`src/design/tksd_pkg.sv`:
```
`default_nettype none
package tksd_pkg;

	localparam int BufDepth   = 8;
	localparam int NumEntries = 62;
	localparam int MaxLen     = 7;
	localparam int CntW       = $clog2(BufDepth + 1);
	localparam int IdxW       = $clog2(BufDepth);

	localparam logic [0:0] CmdByte    = 1'b0;
	localparam logic [0:0] CmdTimeout = 1'b1;

	localparam logic [0:0] RegRawMode    = 1'b0;
	localparam logic [0:0] RegRawControl = 1'b1;

	typedef struct packed {
		logic [7:0]      s0, s1, s2, s3, s4, s5, s6;
		logic [2:0]      len;
		logic [4:0]      key;
		logic            ctl;
	} entry_t;

	typedef enum logic [2:0] {
		ST_IDLE,
		ST_PRE,
		ST_ACT,
		ST_POST,
		ST_FLUSH,
		ST_EMIT,
		ST_DOOR
	} state_t;

	// controller to datapath
	typedef struct packed {
		logic load;      // capture input word
		logic drain;     // one drain step
		logic force_one; // one forced decision
		logic push;      // append input byte
		logic emit_in;   // emit from input word
		logic emit_dw;   // doorway timeout char
		logic dw_set;    // enter doorway mode
		logic dw_clr;    // leave doorway mode
		logic mark_last;
	} dp_cmd_t;

	// datapath to controller
	typedef struct packed {
		logic empty;
		logic full;
		logic drain_stop; // drain cannot decide more
		logic doorway;
		logic cmd;
		logic byte_zero;
		logic remote;
		logic out_busy;   // result queue not empty
	} dp_sts_t;

	function automatic entry_t mk(input logic [7:0] a, b, c, d, e, f, g,
		input int l, input int k, input bit ct);
		entry_t r;
		r.s0 = a; r.s1 = b; r.s2 = c; r.s3 = d; r.s4 = e; r.s5 = f; r.s6 = g;
		r.len = 3'(l); r.key = 5'(k); r.ctl = ct;
		return r;
	endfunction

	function automatic entry_t tbl(input logic [5:0] i);
		entry_t r;
		r = '0;
		case (i)
			6'd0:  r = mk(8'h1b, "A", 0, 0, 0, 0, 0, 2, 0, 0);
			6'd1:  r = mk(8'h1b, "B", 0, 0, 0, 0, 0, 2, 1, 0);
			6'd2:  r = mk(8'h1b, "C", 0, 0, 0, 0, 0, 2, 3, 0);
			6'd3:  r = mk(8'h1b, "D", 0, 0, 0, 0, 0, 2, 2, 0);
			6'd4:  r = mk(8'h1b, "H", 0, 0, 0, 0, 0, 2, 6, 0);
			6'd5:  r = mk(8'h1b, "K", 0, 0, 0, 0, 0, 2, 7, 0);
			6'd6:  r = mk(8'h1b, "P", 0, 0, 0, 0, 0, 2, 10, 0);
			6'd7:  r = mk(8'h1b, "Q", 0, 0, 0, 0, 0, 2, 11, 0);
			6'd8:  r = mk(8'h1b, "?", "w", 0, 0, 0, 0, 3, 12, 0);
			6'd9:  r = mk(8'h1b, "?", "x", 0, 0, 0, 0, 3, 13, 0);
			6'd10: r = mk(8'h1b, "?", "t", 0, 0, 0, 0, 3, 14, 0);
			6'd11: r = mk(8'h1b, "?", "u", 0, 0, 0, 0, 3, 15, 0);
			6'd12: r = mk(8'h1b, "?", "q", 0, 0, 0, 0, 3, 16, 0);
			6'd13: r = mk(8'h1b, "?", "r", 0, 0, 0, 0, 3, 17, 0);
			6'd14: r = mk(8'h1b, "?", "p", 0, 0, 0, 0, 3, 18, 0);
			6'd15: r = mk(8'h1b, "[", "A", 0, 0, 0, 0, 3, 0, 0);
			6'd16: r = mk(8'h1b, "[", "B", 0, 0, 0, 0, 3, 1, 0);
			6'd17: r = mk(8'h1b, "[", "C", 0, 0, 0, 0, 3, 3, 0);
			6'd18: r = mk(8'h1b, "[", "D", 0, 0, 0, 0, 3, 2, 0);
			6'd19: r = mk(8'h1b, "[", "M", 0, 0, 0, 0, 3, 8, 0);
			6'd20: r = mk(8'h1b, "[", "H", 8'h1b, "[", "2", "J", 7, 9, 0);
			6'd21: r = mk(8'h1b, "[", "H", 0, 0, 0, 0, 3, 6, 0);
			6'd22: r = mk(8'h1b, "[", "K", 0, 0, 0, 0, 3, 7, 0);
			6'd23: r = mk(8'h1b, "O", "P", 0, 0, 0, 0, 3, 10, 0);
			6'd24: r = mk(8'h1b, "O", "Q", 0, 0, 0, 0, 3, 11, 0);
			6'd25: r = mk(8'h1b, "O", "R", 0, 0, 0, 0, 3, 12, 0);
			6'd26: r = mk(8'h1b, "O", "S", 0, 0, 0, 0, 3, 13, 0);
			6'd27: r = mk(8'h1b, "[", "1", "~", 0, 0, 0, 4, 6, 0);
			6'd28: r = mk(8'h1b, "[", "2", "~", 0, 0, 0, 4, 4, 0);
			6'd29: r = mk(8'h1b, "[", "3", "~", 0, 0, 0, 4, 5, 0);
			6'd30: r = mk(8'h1b, "[", "4", "~", 0, 0, 0, 4, 7, 0);
			6'd31: r = mk(8'h1b, "[", "5", "~", 0, 0, 0, 4, 8, 0);
			6'd32: r = mk(8'h1b, "[", "6", "~", 0, 0, 0, 4, 9, 0);
			6'd33: r = mk(8'h1b, "[", "1", "7", "~", 0, 0, 5, 15, 0);
			6'd34: r = mk(8'h1b, "[", "1", "8", "~", 0, 0, 5, 16, 0);
			6'd35: r = mk(8'h1b, "[", "1", "9", "~", 0, 0, 5, 17, 0);
			6'd36: r = mk(8'h1b, "[", "2", "0", "~", 0, 0, 5, 18, 0);
			6'd37: r = mk(8'h1b, "[", "2", "1", "~", 0, 0, 5, 19, 0);
			6'd38: r = mk(8'h1b, "[", "2", "3", "~", 0, 0, 5, 20, 0);
			6'd39: r = mk(8'h1b, "[", "2", "4", "~", 0, 0, 5, 21, 0);
			6'd40: r = mk(8'h1b, "[", "L", 0, 0, 0, 0, 3, 6, 0);
			6'd41: r = mk(8'h1b, "O", "w", 0, 0, 0, 0, 3, 12, 0);
			6'd42: r = mk(8'h1b, "O", "x", 0, 0, 0, 0, 3, 13, 0);
			6'd43: r = mk(8'h1b, "O", "t", 0, 0, 0, 0, 3, 14, 0);
			6'd44: r = mk(8'h1b, "O", "u", 0, 0, 0, 0, 3, 15, 0);
			6'd45: r = mk(8'h1b, "O", "q", 0, 0, 0, 0, 3, 16, 0);
			6'd46: r = mk(8'h1b, "O", "r", 0, 0, 0, 0, 3, 17, 0);
			6'd47: r = mk(8'h1b, "O", "p", 0, 0, 0, 0, 3, 18, 0);
			6'd48: r = mk(8'h1b, "O", "A", 0, 0, 0, 0, 3, 0, 0);
			6'd49: r = mk(8'h1b, "O", "B", 0, 0, 0, 0, 3, 1, 0);
			6'd50: r = mk(8'h1b, "O", "C", 0, 0, 0, 0, 3, 3, 0);
			6'd51: r = mk(8'h1b, "O", "D", 0, 0, 0, 0, 3, 2, 0);
			6'd52: r = mk(8'h1b, "O", "H", 0, 0, 0, 0, 3, 6, 0);
			6'd53: r = mk(8'h1b, "O", "K", 0, 0, 0, 0, 3, 7, 0);
			6'd54: r = mk(8'h16, 8'h09, 0, 0, 0, 0, 0, 2, 4, 1);
			6'd55: r = mk(8'h7f, 0, 0, 0, 0, 0, 0, 1, 5, 0);
			6'd56: r = mk(8'h05, 0, 0, 0, 0, 0, 0, 1, 0, 1);
			6'd57: r = mk(8'h18, 0, 0, 0, 0, 0, 0, 1, 1, 1);
			6'd58: r = mk(8'h13, 0, 0, 0, 0, 0, 0, 1, 2, 1);
			6'd59: r = mk(8'h04, 0, 0, 0, 0, 0, 0, 1, 3, 1);
			6'd60: r = mk(8'h07, 0, 0, 0, 0, 0, 0, 1, 5, 1);
			6'd61: r = mk(8'h16, 0, 0, 0, 0, 0, 0, 1, 4, 1);
			default: r = '0;
		endcase
		return r;
	endfunction

endpackage
`default_nettype wire

```
`src/design/tksd_ctrl.sv`:
```
`default_nettype none
module tksd_ctrl
	import tksd_pkg::*;
(
	input  wire logic    clk,
	input  wire logic    arst_n,
	input  wire logic    in_fire,
	input  dp_sts_t      sts,
	output dp_cmd_t      cmd,
	output logic         in_ready
);

	state_t state_q, state_d;

	// next state
	always_comb begin
		state_d = state_q;
		case (state_q)
			ST_IDLE: if (in_fire) state_d = sts.doorway ? ST_DOOR : ST_PRE;
			ST_PRE:  if (sts.empty || sts.drain_stop) state_d = ST_ACT;
			ST_ACT: begin
				if (sts.cmd == CmdTimeout) state_d = sts.empty ? ST_EMIT : ST_POST;
				else if (sts.byte_zero) state_d = sts.empty ? ST_EMIT : ST_FLUSH;
				else if (!sts.remote) state_d = ST_EMIT;
				else if (!sts.full) state_d = ST_POST;
			end
			ST_POST:  if (sts.empty || sts.drain_stop) state_d = ST_EMIT;
			ST_FLUSH: if (sts.empty) state_d = ST_EMIT;
			ST_EMIT:  state_d = ST_IDLE;
			ST_DOOR:  state_d = ST_IDLE;
			default:  state_d = ST_IDLE;
		endcase
	end

	// outputs
	always_comb begin
		cmd = '0;
		in_ready = (state_q == ST_IDLE) && !sts.out_busy;
		case (state_q)
			ST_IDLE: begin
				cmd.load = in_fire;
			end
			ST_PRE: cmd.drain = !sts.empty;
			ST_ACT: begin
				if (sts.doorway) begin
					cmd.dw_clr = 1'b1;
				end else if (sts.cmd == CmdTimeout) begin
					cmd.force_one = !sts.empty;
				end else if (sts.byte_zero) begin
					cmd.dw_set = sts.empty;
				end else if (!sts.remote) begin
					cmd.emit_in = 1'b1;
				end else if (sts.full) begin
					cmd.force_one = 1'b1;
				end else begin
					cmd.push = 1'b1;
				end
			end
			ST_POST: cmd.drain = !sts.empty;
			ST_FLUSH: begin
				cmd.force_one = !sts.empty;
				cmd.dw_set = sts.empty;
			end
			ST_EMIT: begin
				cmd.mark_last = 1'b1;
			end
			// word taken while doorway mode is active
			ST_DOOR: begin
				cmd.emit_in = (sts.cmd == CmdByte);
				cmd.emit_dw = (sts.cmd == CmdTimeout);
				cmd.dw_clr = 1'b1;
				cmd.mark_last = 1'b1;
			end
			default: ;
		endcase
	end

	always_ff @(posedge clk or negedge arst_n) begin
		if (!arst_n) state_q <= ST_IDLE;
		else state_q <= state_d;
	end

endmodule
`default_nettype wire

```
`src/design/tksd_dp.sv`:
```
`default_nettype none
module tksd_dp
	import tksd_pkg::*;
(
	input  wire logic       clk,
	input  wire logic       arst_n,
	input  wire logic       raw_mode,
	input  wire logic       raw_control,
	input  wire logic       in_cmd,
	input  wire logic [7:0] in_byte,
	input  wire logic       in_remote,
	input  dp_cmd_t         cmd,
	output dp_sts_t         sts,
	output logic [7:0]      out_code,
	output logic            out_ext,
	output logic            out_rem,
	output logic            out_last,
	output logic            out_valid,
	input  wire logic       out_take
);

	logic [7:0]      buf_q [BufDepth];
	logic [CntW-1:0] cnt_q;
	logic            dw_q;
	logic            lrem_q;
	logic            icmd_q, irem_q;
	logic [7:0]      ibyte_q;

	// result queue
	localparam int QD = 8;
	logic [9:0]      q_q [QD];
	logic [2:0]      qwr_q, qrd_q;
	logic [3:0]      qn_q;
	logic            qlast_q [QD];

	// table match over all entries
	logic            start_any;
	logic            longer_any;
	logic [2:0]      best_len;
	logic [4:0]      best_key;
	logic [7:0]      pb [MaxLen];

	always_comb begin
		entry_t e;
		logic   en, ag;
		logic [2:0] m;
		start_any = 1'b0;
		longer_any = 1'b0;
		best_len = '0;
		best_key = '0;
		for (int k = 0; k < MaxLen; k++) pb[k] = buf_q[k];
		for (int i = 0; i < NumEntries; i++) begin
			e = tbl(6'(i));
			en = !(raw_control && e.ctl) && !raw_mode;
			m = ({1'b0, e.len} < 4'(cnt_q)) ? e.len : 3'(cnt_q);
			ag = 1'b1;
			if (m > 3'd0 && e.s0 != pb[0]) ag = 1'b0;
			if (m > 3'd1 && e.s1 != pb[1]) ag = 1'b0;
			if (m > 3'd2 && e.s2 != pb[2]) ag = 1'b0;
			if (m > 3'd3 && e.s3 != pb[3]) ag = 1'b0;
			if (m > 3'd4 && e.s4 != pb[4]) ag = 1'b0;
			if (m > 3'd5 && e.s5 != pb[5]) ag = 1'b0;
			if (m > 3'd6 && e.s6 != pb[6]) ag = 1'b0;
			if (en && ag) begin
				start_any = 1'b1;
				if ({1'b0, e.len} > 4'(cnt_q)) longer_any = 1'b1;
				else if (e.len > best_len) begin
					best_len = e.len;
					best_key = e.key;
				end
			end
		end
	end

	// drain step: char if no start, key if decided, otherwise stop
	logic d_char, d_key, f_key;
	assign d_char = !start_any;
	assign d_key  = start_any && !longer_any && best_len != '0;
	assign f_key  = best_len != '0;

	logic            do_emit, e_ext, e_rem;
	logic [7:0]      e_code;
	logic [CntW-1:0] sh;
	always_comb begin
		do_emit = 1'b0; e_ext = 1'b0; e_rem = 1'b1; e_code = buf_q[0]; sh = '0;
		if (cmd.drain && (d_char || d_key)) begin
			do_emit = 1'b1;
			e_ext = d_key;
			e_code = d_key ? {3'b0, best_key} : buf_q[0];
			sh = d_key ? CntW'(best_len) : CntW'(1);
		end else if (cmd.force_one) begin
			do_emit = 1'b1;
			e_ext = f_key;
			e_code = f_key ? {3'b0, best_key} : buf_q[0];
			sh = f_key ? CntW'(best_len) : CntW'(1);
		end else if (cmd.emit_in) begin
			do_emit = 1'b1;
			e_ext = dw_q;
			e_rem = irem_q;
			e_code = ibyte_q;
		end else if (cmd.emit_dw) begin
			do_emit = 1'b1;
			e_code = 8'h00;
			e_rem = lrem_q;
		end
	end

	// flush with buffered bytes: doorway source forced to one
	logic flushed_q;
	always_ff @(posedge clk or negedge arst_n) begin
		if (!arst_n) flushed_q <= 1'b0;
		else if (cmd.load) flushed_q <= 1'b0;
		else if (cmd.force_one && icmd_q == CmdByte && ibyte_q == 8'h00) flushed_q <= 1'b1;
	end

	// buffer and mode state
	always_ff @(posedge clk or negedge arst_n) begin
		if (!arst_n) begin
			cnt_q <= '0;
			dw_q <= 1'b0;
			lrem_q <= 1'b1;
			for (int k = 0; k < BufDepth; k++) buf_q[k] <= '0;
		end else begin
			if (sh != '0) begin
				for (int k = 0; k < BufDepth; k++)
					buf_q[k] <= (32'(k) + 32'(sh) < BufDepth) ? buf_q[k + int'(sh)] : 8'h00;
				cnt_q <= (sh >= cnt_q) ? '0 : cnt_q - sh;
			end else if (cmd.push) begin
				buf_q[cnt_q[IdxW-1:0]] <= ibyte_q;
				cnt_q <= cnt_q + 1'b1;
			end
			if (cmd.dw_set) begin
				dw_q <= 1'b1;
				lrem_q <= flushed_q ? 1'b1 : irem_q;
			end
			if (cmd.dw_clr && cmd.mark_last) dw_q <= 1'b0;
		end
	end

	always_ff @(posedge clk) begin
		if (cmd.load) begin
			icmd_q <= in_cmd;
			ibyte_q <= in_byte;
			irem_q <= in_remote;
		end
	end

	// result queue, last flag set on the newest entry at the end of an item
	logic [3:0] qn_d;
	always_comb begin
		qn_d = qn_q;
		if (do_emit) qn_d = qn_d + 4'd1;
		if (out_take) qn_d = qn_d - 4'd1;
	end

	always_ff @(posedge clk or negedge arst_n) begin
		if (!arst_n) begin
			qwr_q <= '0; qrd_q <= '0; qn_q <= '0;
			for (int k = 0; k < QD; k++) qlast_q[k] <= 1'b0;
		end else begin
			if (do_emit) begin
				qwr_q <= qwr_q + 1'b1;
				qlast_q[qwr_q] <= cmd.mark_last;
			end else if (cmd.mark_last && qn_q != '0) begin
				qlast_q[qwr_q - 1'b1] <= 1'b1;
			end
			if (out_take) qrd_q <= qrd_q + 1'b1;
			qn_q <= qn_d;
		end
	end

	always_ff @(posedge clk) begin
		if (do_emit) q_q[qwr_q] <= {e_code, e_ext, e_rem};
	end

	// results leave only once the item is complete
	logic done_q;
	always_ff @(posedge clk or negedge arst_n) begin
		if (!arst_n) done_q <= 1'b0;
		else if (cmd.load) done_q <= 1'b0;
		else if (cmd.mark_last) done_q <= 1'b1;
	end

	assign out_valid = done_q && qn_q != '0;
	assign out_code  = q_q[qrd_q][9:2];
	assign out_ext   = q_q[qrd_q][1];
	assign out_rem   = q_q[qrd_q][0];
	assign out_last  = qlast_q[qrd_q];

	assign sts.empty      = cnt_q == '0;
	assign sts.full       = cnt_q >= CntW'(BufDepth);
	assign sts.drain_stop = !(d_char || d_key);
	assign sts.doorway    = dw_q;
	assign sts.cmd        = icmd_q;
	assign sts.byte_zero  = ibyte_q == 8'h00;
	assign sts.remote     = irem_q;
	assign sts.out_busy   = qn_q != '0;

endmodule
`default_nettype wire

```
`src/design/terminal_key_sequence_decoder.sv`:
```
`default_nettype none
// Terminal key decoder: takes key bytes and timeout ticks, one word at a time,
// and returns plain characters or extended key codes. A word taken while
// doorway mode is active goes from accept to a doorway step. Any other word goes
// through accept, drain check, action and finish, with an extra step when the
// buffer is touched after the action, and results are resolved from the buffer
// against the 62-entry sequence table, which is matched in parallel each step.
// Results of one word leave after the word is fully handled; the next word is
// taken once all results are delivered.
module terminal_key_sequence_decoder
	import tksd_pkg::*;
(
	input  wire logic        clk,
	input  wire logic        arst_n,
	input  wire logic        cfg_we,
	input  wire logic [0:0]  cfg_index,
	input  wire logic [0:0]  cfg_data,
	input  wire logic        s_tvalid,
	output logic             s_tready,
	input  wire logic [15:0] s_tdata,  // key_byte[7:0], from_remote[8], zero pad
	input  wire logic        s_tuser,  // command
	output logic             m_tvalid,
	input  wire logic        m_tready,
	output logic [15:0]      m_tdata,  // key_code[7:0], is_extended[8], remote_source[9]
	output logic             m_tlast
);

	logic    raw_mode_q, raw_control_q;
	dp_cmd_t cmd;
	dp_sts_t sts;
	logic    in_fire;
	logic [7:0] code;
	logic    ext, rem;

	// configuration registers
	always_ff @(posedge clk or negedge arst_n) begin
		if (!arst_n) begin
			raw_mode_q <= 1'b0;
			raw_control_q <= 1'b0;
		end else if (cfg_we) begin
			if (cfg_index == RegRawMode) raw_mode_q <= cfg_data[0];
			if (cfg_index == RegRawControl) raw_control_q <= cfg_data[0];
		end
	end

	assign in_fire = s_tvalid && s_tready;

	tksd_ctrl u_ctrl (
		.clk, .arst_n, .in_fire, .sts, .cmd, .in_ready(s_tready)
	);

	tksd_dp u_dp (
		.clk, .arst_n,
		.raw_mode(raw_mode_q), .raw_control(raw_control_q),
		.in_cmd(s_tuser), .in_byte(s_tdata[7:0]), .in_remote(s_tdata[8]),
		.cmd, .sts,
		.out_code(code), .out_ext(ext), .out_rem(rem), .out_last(m_tlast),
		.out_valid(m_tvalid), .out_take(m_tvalid && m_tready)
	);

	assign m_tdata = {6'b0, rem, ext, code};

	// no input taken while results are waiting
	a_no_overlap: assert property (@(posedge clk) disable iff (!arst_n)
		m_tvalid |-> !s_tready) else $error("input taken with results pending");
	// no word follows the last one of an item
	a_last_end: assert property (@(posedge clk) disable iff (!arst_n)
		(m_tvalid && m_tready && m_tlast) |=> !m_tvalid) else $error("result after last");
	a_ready_rise: assert property (@(posedge clk) disable iff (!arst_n)
		in_fire |=> !s_tready) else $error("ready held after accept");

endmodule
`default_nettype wire
```
`config.mk`:
```
export PLATFORM = sky130hd
export DESIGN_NAME = terminal_key_sequence_decoder
export DESIGN_NICKNAME = d
export VERILOG_FILES = /design/src/design/tksd_pkg.sv /design/src/design/tksd_ctrl.sv /design/src/design/tksd_dp.sv /design/src/design/terminal_key_sequence_decoder.sv
export SDC_FILE = /design/constraint.sdc
export NUM_CORES = 1
export LEC_CHECK = 0
export BUFFER_PORTS_ARGS = -buffer_cell sky130_fd_sc_hd__clkbuf_2
export CORE_MARGIN = 3
export CORE_UTILIZATION = 45
export CTS_BUF_LIST = sky130_fd_sc_hd__clkbuf_8
export DETAILED_ROUTE_END_ITERATION = 10
export HOLD_SLACK_MARGIN = 0.1
export MAX_ROUTING_LAYER = met4
export PLACE_DENSITY = 0.6
export SETUP_SLACK_MARGIN = 0.2
export SLEW_MARGIN = 25
export SYNTH_ARGS = -nofsm -noshare
export SYNTH_HDL_FRONTEND = slang
export SYNTH_SLANG_ARGS = --single-unit
export TNS_END_PERCENT = 50
```
`constraint.sdc`:
```
create_clock -name clk -period 4.5 [get_ports clk]
set_input_delay 0.9 -clock clk [delete_from_list [all_inputs] [get_ports clk]]
set_output_delay 0.9 -clock clk [all_outputs]
set_load 0.03 [all_outputs]
```
==> Yosys cells after proc, flatten, opt, wreduce, memory -nomap -nowiden <==
Memories as Yosys holds them, arrays and structs flattened.
Index checks and enable logic that the tools add are counted.
{ "classes": {"addsub": 21, "n_lt_le_gt_ge": 140, "n_eq_ne": 69, "n_mux": 1015, "n_bitwise": 15, "reduce_logical": 197} }
{ "ops": {"columns": ["cell", "n"], "rows": [
  ["5-bit 2-to-1 mux", 180],
  ["3-bit 2-to-1 mux", 203],
  ["1-bit 2-to-1 mux", 567],
  ["7-bit by 8-bit inequality test with 1-bit output (first input constant)", 34],
  ["8-bit 2-to-1 mux", 33],
  ["32-bit by 4-bit greater-or-equal comparator with 1-bit output (second input constant)", 8],
  ["32-bit by 4-bit < comparator with 1-bit output (second input constant)", 7],
  ["32-bit NOT", 7],
  ["8-bit binary-select mux with 3-bit select", 8],
  ["1-bit logical AND", 166],
  ["64-bit 2-to-1 mux", 2],
  ["6-bit by 8-bit inequality test with 1-bit output (first input constant)", 15],
  ["2-bit by 3-bit greater-than comparator with 1-bit output (first input constant)", 39],
  ["64-bit bitwise mux", 1],
  ["3-bit greater-than comparator (second input constant)", 18],
  ["8-bit nonzero test", 6],
  ["3-bit greater-than comparator (first input constant)", 14],
  ["3-bit by 4-bit adder with 5-bit output (first input constant)", 8],
  ["5-bit by 8-bit inequality test with 1-bit output (first input constant)", 5],
  ["3-bit by 1-bit greater-than comparator with 1-bit output (second input constant)", 12],
  ["3-bit by 2-bit greater-than comparator with 1-bit output (second input constant)", 12],
  ["4-bit NOT with 32-bit output", 1],
  ["4-bit 2-to-1 mux", 7],
  ["8-bit demux with 3-bit select", 1],
  ["other kinds (46)", 103]
]} }
{ "totals": {"ff_bits": 105, "ram_bits": 80, "out_inout_bits": 19, "n_memories": 1} }
{ "memory_table": {"columns": ["name", "words", "word_bits", "rd", "rd_clocked_by_memory_dff", "write_ports", "line_no", "source"], "rows": [
  ["u_dp.q_q", 8, 10, 1, 0, 1, "tksd_dp.sv:31", "logic [9:0] q_q [QD];"]
]} }

==> Depth between registers and ports, before layout <==
{ "logic_depth": {"ltp_word": 269, "mapped_depth": 22, "depth_no_buf": 18} }

==> Hierarchy <==
A second synthesis with hierarchy kept.
{ "unflattened": {"hier_cells": 1468, "area_unflattened_um2": 14659.1} }
{ "by_module_without_submodules": {"columns": ["mod", "n_inst", "cells_each", "area_each_um2"], "rows": [
  ["tksd_dp", 1, 1400, 14141.1],
  ["tksd_ctrl", 1, 51, 355.3],
  ["terminal_key_sequence_decoder", 1, 17, 162.7]
]} }

==> Worst setup path before layout <==
No wires, ideal clock.
{ "synth_timing": {"path_type": "reg2reg", "start": "register u_dp.cnt_q[0]", "end": "register u_dp.buf_q[38] (netlist bit)", "setup_ns": 0.137, "arrival_ns": 4.635, "path_slack_ns": -0.272, "path_stages_with_launch": 22, "cell_sequence": "dfrtp_1 -> buf_2 -> inv_1 -> ha_1 -> nand3b_1 -> a211oi_1 -> nor4b_1 -> nand3_1 -> and4b_4 -> nand3_2 -> o21ai_1 -> and2_1 -> buf_2 -> inv_1 -> clkbuf_1 -> ha_1 -> xor2_4 -> buf_4 -> mux2i_1 -> o2bb2ai_1 -> a2111oi_0 -> nor3_1"} }
{ "synth_between": {"elab_chain_len": 269, "word_cells_on_any_way": 1026} }
{ "synth_lines": {"columns": ["item", "line_no", "source"], "rows": [
  ["start: declaration", "tksd_dp.sv:23", "logic [CntW-1:0] cnt_q;"],
  ["start signal: assignment", "tksd_dp.sv:127", "cnt_q <= (sh >= cnt_q) ? '0 : cnt_q - sh;"],
  ["start signal: assignment", "tksd_dp.sv:130", "cnt_q <= cnt_q + 1'b1;"],
  ["branches (longest 269 deep; another with 2-bit by 4-bit < comparator with 1-bit output)", null, null],
  ["end signal: indexed assignment", "tksd_dp.sv:126", "buf_q[k] <= (32'(k) + 32'(sh) < BufDepth) ? buf_q[k + int'(sh)] : 8'h00;"],
  ["end signal: indexed assignment", "tksd_dp.sv:129", "buf_q[cnt_q[IdxW-1:0]] <= ibyte_q;"],
  ["end: declaration", "tksd_dp.sv:22", "logic [7:0] buf_q [BufDepth];"]
]} }
Several ways; the timed one is not identified. The select of a mux whose other input is x is not followed.
A chain may end at the register's enable or synchronous reset.

==> Worst setup path after layout <==
{ "layout_timing": {"start": "register u_dp.buf_q[45] (netlist bit)", "end": "register u_dp.buf_q[20] (netlist bit)"} }
{ "layout_between": {"elab_chain_len": 265, "word_cells_on_any_way": 875} }
{ "layout_lines": {"columns": ["item", "line_no", "source"], "rows": [
  ["8-bit nonzero test", "tksd_dp.sv:59", "if (m > 3'd2 && e.s2 != pb[2]) ag = 1'b0;"],
  ["1-bit logical AND", "tksd_dp.sv:59", null],
  ["1-bit 2-to-1 mux", "tksd_dp.sv:59", null],
  ["1-bit 2-to-1 mux", "tksd_dp.sv:60", "if (m > 3'd3 && e.s3 != pb[3]) ag = 1'b0;"],
  ["1-bit 2-to-1 mux", "tksd_dp.sv:61", "if (m > 3'd4 && e.s4 != pb[4]) ag = 1'b0;"],
  ["1-bit 2-to-1 mux", "tksd_dp.sv:62", "if (m > 3'd5 && e.s5 != pb[5]) ag = 1'b0;"],
  ["1-bit 2-to-1 mux", "tksd_dp.sv:63", "if (m > 3'd6 && e.s6 != pb[6]) ag = 1'b0;"],
  ["1-bit logical AND", "tksd_dp.sv:64", "if (en && ag) begin"],
  ["[... 243 more ...]", null, null],
  ["3-bit 2-to-1 mux", "tksd_dp.sv:66", "if ({1'b0, e.len} > 4'(cnt_q)) longer_any = 1'b1;"],
  ["3-bit 2-to-1 mux", "tksd_dp.sv:64", null],
  ["3-bit nonzero test", "tksd_dp.sv:78, tksd_dp.sv:79", null],
  ["1-bit logical AND", "tksd_dp.sv:78", "assign d_key = start_any && !longer_any && best_len != '0;"],
  ["1-bit logical OR", "tksd_dp.sv:86", "if (cmd.drain && (d_char || d_key)) begin"],
  ["1-bit logical AND", "tksd_dp.sv:86", null],
  ["4-bit 2-to-1 mux (*)", "tksd_dp.sv:86", null],
  ["branches (longest 7 deep; another with 32-bit by 4-bit < comparator with 1-bit output)", null, null]
]} }
Every way passes the cells marked *. The select of a mux whose other input is x is not followed.

==> results.cfg <==
[status]
status = completed

[power]
vdd_drop_max_uv = 1088
p_total_mw = 16.58
power_density_nw_per_um2 = 890.5
leakagePower_nw = 6.986

[clock_network]
cts.reportedPaths.clkPinSlew_ns = 0.12
clk_latency_ns = 0.51
cts_tree = yes
cts.sink_count = 185
cts_buffers = 17
clockRootBuffer = clkbuf_8
h-tree-depth = 4
cts_buffer_depth = 2

[die]
io_pins = 43
core_um2 = 31800
die_h_um = 186.4
num_rows = 65
start_util_pct = 46.07
die_w_um = 186.4
die_area_um2 = 34760

[final_layout]
finalInstanceArea_um2 = 18620
final_cell_mix = 294 x buf_4, 111 x nand2_1, 100 x nor2_1
fin_nets = 1864
fin_util_pct = 58.55
drive_gt1_share_pct = 33.90
layout_commonest_cell = buf_4
stdcell_count = 2268
area.growth.synth_to_final_pct = 27.08
fillers = 2801

[placed_design]
gp_congestion = 1.017
placed_area_um2 = 17270
place_inst = 2211
place_ws_ns = -0.3148
portBuffers = 29
hpwl_mm = 47.41

[worst_setup_path]
rr_endpoint = u_dp.buf_q[20]
cp-startpoint = u_dp.buf_q[45]
critPathKind = reg -> reg
r2r_slack_ns = 0.11
cp_data_arrival_time_ns = 4.77
cp-end-kind = flop
critPathLaunchType = flop
crit_fanout = 8
r2r_start = u_dp.buf_q[45]
crit_end = u_dp.buf_q[20]
r2r_cells = 19
critPathRequiredTime_ns = 4.88

[synth]
netlist_top_cells_area = edfxtp_1 18%, dfrtp_1 16%, mux4_2 6.3%
synth_top_area_share_pct = 18.45
synth-main-ff-cell = dfrtp_1
yosysWarnings = 0
ys_ff_latch = 185
synth_area_um2 = 14650
netlist_instances = 1583
post-synth-top-area-cell = edfxtp_1
syn-mean-instance-area_um2 = 9.255
synth_cell_types = 103
ys_seq_area_share_pct = 34.68
async_reset_ff_share_pct = 51.35
synth_edf_count = 90

[route]
ant_nets = 0
vias = 15320
wire_per_inst_um = 28.08
drt-pass1-iter-count = 7
viasPerCell = 6.755
drt-total-wl_mm = 63.68
drt-initial-drc-count = 1768
drc = 0

[timing]
finalWorstSetupSlack_ns = 0.1148
max_freq_mhz = 228.0
min_period_over_period_pct = 97.45
hold_violations = 0
finalSetupViolCount = 0
tightest_slew_ns = 0.9070
period_minus_slack_ns = 4.385
hold_ws_ns = 0.4700
rsz0062_at_grt = true
skew_ns = 0.02429
fin_setup_tns_ns = 0
max_slew_margin_pct = 39.35
drv_slew = 0

[global_routing]
grt_first_pass_wirelength_mm = 94.56
grt_max_degree = 45
grt_overflow = 0
antenna_found_initial = 0
grt_usage_pct = 36.83
grt_pass1_vias = 14752

[job]
cap_violations = 0

[hold_path]
hold_class = in -> async
[metal layers]
metal	up-vias	GRT usage, %	share of wire (%)
met4	0	18.99	6.1
met3	197	5.392	8.8
met5	-	-	0
met2	914	55.14	45
met1	7553	48.88	40
li1	6656	-	-
[where the power goes]
part           switching (mW)  internal, mW  total (mW)
Clock                   0.721         0.413        1.13
Combinational            7.06          5.21        12.3
Sequential              0.634          2.54        3.17
Total                    8.42          8.16        16.6
[worst max-delay path, cell delays in order (launching register included)]
cell      delay [ns]
dfrtp_1         0.44
or4b_4          0.57
buf_12          0.17
nor3_4          0.18
o21ai_2         0.07
a41o_1          0.26
a311o_1         0.40
nand3_4         0.12
buf_6           0.11
and2_4          0.15
nor2_4          0.06
buf_12          0.13
ha_4            0.17
xnor2_4         0.20
buf_6           0.13
buf_12          0.14
mux2_4          0.31
a221oi_2        0.23
nor2_1          0.08
a221o_1         0.31
[cell type report]
class / count / area [µm²] / share of cell area, %
Inverter: 39 / 148.9 / 0.7997
Tap cell: 435 / 544.3 / 2.923
Timing Repair Buffer: 356 / 2895 / 15.55
Antenna cell: 1 / 2.502 / 0.01344
Multi-Input combinational cell: 1220 / 9552 / 51.30
Sequential cell: 185 / 5095 / 27.37
Clock buffer: 17 / 234.0 / 1.257
Clock inverter: 15 / 146.4 / 0.7863
[cells by family (layout without fill, tap and decap cells)]
logic type / Yosys count / count (layout) / share of synthesized area, %
muxes: 144 / 144 / 13.72
DFF: 185 / 185 / 34.68
and+or+nand+nor: 533 / 533 / 19.30
AOI/OAI and AO/OA: 493 / 493 / 23.48
adders and majority gates: 21 / 21 / 1.845
other: 1 / 7 / 0.02560
buffers and inverters: 183 / 427 / 5.389
xor gates and xnor gates: 23 / 23 / 1.554
[timing repair]
action                                  in CTS  in global routing
hold endpoints to repair                     0                  0
pin swaps                                   15                 43
hold buffers                                 0                  0
endpoints found under the setup margin      64                 85
resized for setup                           77                 89
buffers inserted                            11                 12
cloned                                       1                  0
[worst min path at each step]
stage / slack [ns] / cells after the start / from / to
after global routing: 0.47 / 1 / arst_n / u_dp.cnt_q[2]
after CTS: 0.46 / 1 / arst_n / u_dp.cnt_q[0]
after detailed placement: 0.50 / 2 / u_dp.done_q / u_dp.done_q
final: 0.47 / 1 / arst_n / u_dp.cnt_q[0]
after global placement: 0.50 / 2 / u_dp.done_q / u_dp.done_q
after floorplan: 0.47 / 2 / u_dp.done_q / u_dp.done_q
[flip-flops by register name (all words and copies together) (netlist names)]
| signal | count |
|---|---|
| u_dp.q_q | 80 |
| u_dp.buf_q | 64 |
| u_dp.ibyte_q | 8 |
| u_dp.qlast_q | 8 |
| u_dp.cnt_q | 4 |
| u_dp.qn_q | 4 |
| u_ctrl.state_q | 3 |
| u_dp.qrd_q | 3 |
| u_dp.qwr_q | 3 |
| raw_control_q | 1 |
| raw_mode_q | 1 |
| u_dp.done_q | 1 |
| u_dp.dw_q | 1 |
| u_dp.flushed_q | 1 |
| u_dp.icmd_q | 1 |
| u_dp.irem_q | 1 |
| u_dp.lrem_q | 1 |
[synth_stat cells (14+ instances only)]
cell type	count
a2111oi_0	18
a211oi_1	26
a21oi_1	102
a221o_1	25
a221oi_1	21
a31oi_1	27
and2_1	28
buf_2	35
clkbuf_1	82
dfrtp_1	94
edfxtp_1	90
ha_1	20
inv_1	36
mux2_1	15
mux2_2	30
mux2i_1	58
mux4_2	41
nand2_1	114
nand3_1	81
nand4_1	17
nor2_1	103
nor3_1	60
nor4_1	23
o211ai_1	14
o21ai_0	86
o22ai_1	23
o2bb2ai_1	29
xnor2_1	15
No activity file was read; power rests on OpenSTA's default activity.
